## config.mk

```make
export PLATFORM = sky130hd
export DESIGN_NAME = tset_cell
export DESIGN_NICKNAME = d
export VERILOG_FILES = /design/src/rtl/tset_pkg.sv /design/src/rtl/tset_cell.sv
export SDC_FILE = /design/constraint.sdc
export NUM_CORES = 1
export LEC_CHECK = 0
export BUFFER_PORTS_ARGS = -buffer_cell sky130_fd_sc_hd__buf_4
export CAP_MARGIN = 20
export CELL_PAD_IN_SITES_DETAIL_PLACEMENT = 0
export CELL_PAD_IN_SITES_GLOBAL_PLACEMENT = 1
export CORE_MARGIN = 5
export CORE_UTILIZATION = 40
export DETAILED_ROUTE_END_ITERATION = 16
export PLACE_DENSITY = 0.85
export SLEW_MARGIN = 20
export SYNTH_ARGS = -nofsm -noshare
export SYNTH_HDL_FRONTEND = slang
export SYNTH_SLANG_ARGS = --single-unit
```

## constraint.sdc

```tcl
create_clock -name clk -period 9.3 [get_ports clk]
set_clock_uncertainty 0.2 [all_clocks]
set_input_delay 1.86 -clock clk [delete_from_list [all_inputs] [get_ports clk]]
set_output_delay 1.86 -clock clk [all_outputs]
set_load 0.03 [all_outputs]
```

## src/rtl/tset_pkg.sv

```systemverilog
// shared codes, constants and types of the timed signal event table
// no dependencies
package tset_pkg;

  // item modes
  localparam logic [2:0] MODE_ADD     = 3'd0;
  localparam logic [2:0] MODE_OVR     = 3'd1;
  localparam logic [2:0] MODE_RD_PORT = 3'd2;
  localparam logic [2:0] MODE_RD_ADDR = 3'd3;
  localparam logic [2:0] MODE_CLEAR   = 3'd4;

  // signal codes, also the base register indexes
  localparam logic [2:0] SIG_A040 = 3'd0;
  localparam logic [2:0] SIG_A041 = 3'd1;
  localparam logic [2:0] SIG_P3   = 3'd2;
  localparam logic [2:0] SIG_P5   = 3'd3;
  localparam logic [2:0] SIG_P6   = 3'd4;
  localparam logic [2:0] NUM_BASE = 3'd5;

  // result status codes
  localparam logic [1:0] STAT_OK       = 2'd0;
  localparam logic [1:0] STAT_FULL     = 2'd1;
  localparam logic [1:0] STAT_BAD_PORT = 2'd2;

  // known ports and addresses
  localparam logic [7:0]  PORT_3    = 8'd3;
  localparam logic [7:0]  PORT_5    = 8'd5;
  localparam logic [7:0]  PORT_6    = 8'd6;
  localparam logic [15:0] ADDR_A040 = 16'ha040;
  localparam logic [15:0] ADDR_A041 = 16'ha041;

  // override slot indexes
  localparam logic [1:0] SLOT_P3 = 2'd0;
  localparam logic [1:0] SLOT_P5 = 2'd1;
  localparam logic [1:0] SLOT_P6 = 2'd2;

  // fixed read values
  localparam logic [7:0] DATA_NO_PORT = 8'hff;
  localparam logic [7:0] DATA_NO_ADDR = 8'h00;
  localparam logic [7:0] DATA_NONE    = 8'h00;

  // channel widths
  localparam int CFG_IDX_W = 3;
  localparam int IN_W      = 104;
  localparam int OUT_W     = 16;

  // query token walking down the cell row
  typedef struct packed {
    logic        active;
    logic [2:0]  sig;
    logic [63:0] now;
    logic [63:0] best;
    logic [7:0]  level;
  } scan_tok_t;

  typedef enum logic [1:0] {
    ST_IDLE,
    ST_SCAN,
    ST_DONE
  } state_t;

endpackage

```

## src/rtl/tset_cell.sv

```systemverilog
// one event slot of the cell row: holds one stored event and updates the
// passing query token; depends on tset_pkg
module tset_cell import tset_pkg::*; #(
  parameter int FILL_W = 6
) (
  input  logic              clk,
  input  logic              rst_n,
  input  logic              wr_en,
  input  logic [63:0]       wr_time,
  input  logic [2:0]        wr_sig,
  input  logic [7:0]        wr_level,
  input  scan_tok_t         tok_i,
  input  logic [FILL_W-1:0] remain_i,
  output scan_tok_t         tok_o,
  output logic [FILL_W-1:0] remain_o
);

  logic [63:0]       ent_time_r;
  logic [2:0]        ent_sig_r;
  logic [7:0]        ent_level_r;
  scan_tok_t         tok_r, tok_nxt;
  logic [FILL_W-1:0] remain_r, remain_nxt;
  logic              hit;

  // stored event
  always_ff @(posedge clk) begin
    if (wr_en) begin
      ent_time_r  <= wr_time;
      ent_sig_r   <= wr_sig;
      ent_level_r <= wr_level;
    end
  end

  // match against the token; later slots win ties
  assign hit = tok_i.active && (remain_i != '0) && (ent_sig_r == tok_i.sig)
            && (ent_time_r <= tok_i.now) && (ent_time_r >= tok_i.best);

  always_comb begin
    tok_nxt = tok_i;
    if (hit) begin
      tok_nxt.best  = ent_time_r;
      tok_nxt.level = ent_level_r;
    end
    remain_nxt = (remain_i == '0) ? '0 : remain_i - FILL_W'(1);
  end

  // hand the token to the next cell
  always_ff @(posedge clk) begin
    if (!rst_n) begin
      tok_r.active <= 1'b0;
    end else begin
      tok_r    <= tok_nxt;
      remain_r <= remain_nxt;
    end
  end

  assign tok_o    = tok_r;
  assign remain_o = remain_r;

endmodule

```

### After elaboration in Yosys (flattened, before gate mapping)

Cells that the tools add are included.
W data, S select, Z words.

| cells by class | value |
|---|---|
| add/sub/neg operators | 1 |
| magnitude comparators | 2 |
| equality and inequality tests | 1 |
| muxes and demuxes | 1 |
| reduce and logical (&&, ||, !) cells | 6 |

Operators with widths:

| operator | count |
|---|---|
| $mux W72 | 1 |
| $ge A64 B64 Y1 | 1 |
| $le A64 B64 Y1 | 1 |
| $logic_not A6 Y1 | 1 |
| $reduce_bool A6 Y1 | 1 |
| $sub A6 B1 Y6 const B | 1 |
| $logic_and A1 B1 Y1 | 4 |
| $eq A3 B3 Y1 | 1 |

| word-level totals | value |
|---|---|
| bits in registers | 221 |
| bits of input ports | 224 |
| output and inout bits | 146 |
| word-level logic and storage cells | 20 |

### Logic depth before layout (Yosys ltp)

| depth | value |
|---|---|
| depth in word-level cells | 6 |
| mapped depth | 10 |
| depth with buffers taken out | 9 |

### Least setup slack after synthesis

Ideal clock, no wire load.

| timing | value |
|---|---|
| path kind | input-to-reg |
| start point | input tok_i[99] in the netlist's numbering |
| end point | register tok_r (netlist bit tok_o[10]), data pin |
| setup time | 0.260 ns |
| data arrival time | 4.385 ns |
| setup slack | 4.454 ns |
| stages | 10 |
| cell sequence | inv_1 ha_1 a21oi_1 o21ai_1 a221o_1 a2111o_1 a2111oi_4 a2bb2oi_4 buf_6 mux2_4 |

RTL lines:

| element | line | text |
|---|---|---|
| from (decl) | tset_cell.sv:12 | `input scan_tok_t tok_i,` |
| to (signal assigned) | tset_cell.sv:52 | `tok_r <= tok_nxt;` |
| to (decl) | tset_cell.sv:21 | `scan_tok_t tok_r, tok_nxt;` |

==> results.ini <==
[outcome]
status = finished clean

[floorplan]
start_util_pct = 40.5
rows = 61
fp.dieW_um = 177
fp.dieH_um = 177
coreArea_um2 = 27700
io_pins = 370
die-area_um2 = 31500

[yosys]
ys_ff_latch = 221
syn_avg_cell_area_um2 = 14.3
netlist_instances = 786
synth_top_cell_by_area = edfxtp_1
synth-edff-count = 220
yosysSeqAreaShare_pct = 59.1
syn-cell-area_um2 = 11200
synth_top_area_share_pct = 58.9
post_synth_num_cell_types = 43
yosysWarnings = 0
syn_nets = 1140
synthTopCellsByArea = edfxtp_1 59%, ha_1 15%, mux2_4 9.4%
yosys_most_used_dff = edfxtp_1
synthArstFlopShare_pct = 0

[clock_tree]
ctsResizeCount = 0
htreeDepth = 1
clk_pin_slew_ns = 0.06
cts_sinks = 221
cts_max_path_buffers = 3
cts_tree = done
post_cts.repair.setup_buffers = 0
insertion_delay_ns = 0.54
cts_hold_buf = 0
cts-root-buf = clkbuf_16
numCtsBuffers = 26

[job]
maxCapViolCount = 0

[power]
p_per_area_nw_per_um2 = 179
peakVddDrop_v = 0.000140
p_leak_uw = 0.00701

[drt]
viasPerCell = 4.82
drtIter0Drc = 356
routed_wl_mm = 30.4
drc = 0
route.vias.total = 7599
ant_nets = 0
post_drt_wl_per_cell_um = 19.3
drt_first_pass_iters = 4

[placement]
dpl.hpwl_mm = 24.0
gp_routability_congestion = 0.811
io_buffers = 369
dp_slack_ns = 3.40

[cells_and_area]
fin_nets = 1533
final_util_pct = 55.2
final_common_cell = buf_4
final_cell_mix = 372 x buf_4, 220 x edfxtp_1, 130 x inv_1, 130 x ha_1, 70 x mux2_4
multiInputGateArea_um2 = 4010
syn_to_final_growth_pct = 36.5
nFillCells = 2324
regArea_um2 = 6630
layout-drive-gt1-share_pct = 40.7

[grt]
gr-usage-met3_pct = 5.24
antenna_found_initial = 0
grt_usage_pct = 18.5
grt_pass1_vias = 7969
use_met2_pct = 32.2
globalRoute.busiestLayer = met2
grt.overflow.total = 0
grt_pass1_wl_mm = 44.9
grt_start_max_net_pins = 97
use_met1_pct = 22.6

[critical_path]
path_max_fanout = 49
timing.rr.start = ent_time_r[39]$_DFFE_PP_
max_stage_delay_ns = 0.76
crit_family = simple AND/OR/NAND/NOR gates
critPathBufInv = 3
ff2ff_setup_slack_ns = 4.93
required_ns = 9.38
path_class = in2reg
startpoint_type = input port
critPathSlowestCell = buf_4
r2r-end = tok_o[25]$_DFFE_PP_
crit_chain = buf_4 -> inv_1 -> ha_1 -> nand4_1 -> nor4bb_1 -> nand4_1 -> nor4_1 -> a2bb2oi_4 -> buf_4 -> mux2_4
cp-end-kind = register
r2r_cells = 8
arrival_ns = 5.41

[timing]
clock.fmax_mhz = 187
finalSetupViolCount = 0
tns_ns = 0
drv_slew = 0
hold_violations = 0
fin_crit_ns = 5.34
post-route-period-util_pct = 57.4
relSlewSlack_pct = 27.1
tightest_slew_ns = 1.09
worst_slack_ns = 3.96
rsz0062_at_grt = false

[hold_path]
hp-start = ent_level_r[3]$_DFFE_PP_
hold_depth = 1
whs_endpoint = tok_o[3]$_DFFE_PP_
hold_class = reg2reg

worst max-delay path by stage:
stage	from	to	slack, ns	depth (start not counted)
6_report	tok_i[110]	tok_o[25]$_DFFE_PP_	3.96	10
5_1_grt	tok_i[110]	tok_o[24]$_DFFE_PP_	3.77	10
4_1_cts	tok_i[110]	tok_o[24]$_DFFE_PP_	3.97	10
3_5_place_dp	tok_i[110]	tok_o[25]$_DFFE_PP_	3.40	10
3_3_place_gp	tok_i[110]	tok_o[27]$_DFFE_PP_	3.54	10
2_1_floorplan	tok_i[99]	tok_o[10]$_DFFE_PP_	4.45	10
cells by family after synthesis:
logic type / count (synthesis) / synth area share (%)
buffers and inverters: 138 / 5.09
xor gates and xnor gates: 6 / 0.469
adders and majority gates: 130 / 14.5
DFF: 221 / 59.1
and+or+nand+nor: 116 / 5.26
muxes: 72 / 9.58
AOI/OAI and AO/OA: 103 / 5.99
Yosys cell counts (8+ instances only):
library cell  count
nand2_1          33
a21oi_1          47
nand4_1          23
edfxtp_1        220
nand3_1          15
a21o_1           11
o21ai_0          16
nor2_1           18
mux2_4           70
nor3_1            8
inv_1           130
ha_1            130
through the flow:
step                total power, uW  cell area (um^2)  hold slack (ns)  instances
finish                         2750             15300            0.343       1576
global placement               1700             14400            0.328       1529
floorplan                      1480             11200            0.323        786
global route                   2870             15300            0.352       1575
CTS                            2780             15300            0.345       1575
detailed placement             1710             14400            0.336       1529
per-layer routing:
layer / routed length, um / vias up / part of all wire [%]
li1: - / 3694 / -
met1: 12200 / 3617 / 40
met2: 15000 / 241 / 49
met3: 2440 / 47 / 8.0
met4: 744 / 0 / 2.4
met5: 0 / - / 0
worst register-to-register path, stage by stage, from the launching register on:
cell and delay (ns):
edfxtp_1 0.46, ha_1 0.35, nand4_1 0.17, nor4bb_1 0.68, nand4_1 0.22, nor4_1 0.69
a2bb2oi_4 0.17, buf_4 0.76, mux2_4 0.41
cell type report:
cell class              instances  share of cell area (%)
diodes                          1                  0.0164
clock buffers                  33                    4.76
clock inverters                13                    1.10
inverters                     130                    3.19
multi-input cells             427                    26.2
flip-flops and latches        221                    43.3
well taps                     378                    3.09
repair buffers                373                    18.3
where the power goes:
part	internal [uW]	switching, uW	total, uW
combinational	211	251	462
sequential	1180	36.3	1220
clock	660	406	1070
total	2050	693	2750
sequential cells by signal, summed over array words and instances, names as in the netlist:
signal,count
remain_o,6
ent_level_r,8
ent_time_r,64
ent_sig_r,3
tok_o,140
No activity file was read; power rests on OpenSTA's default activity.
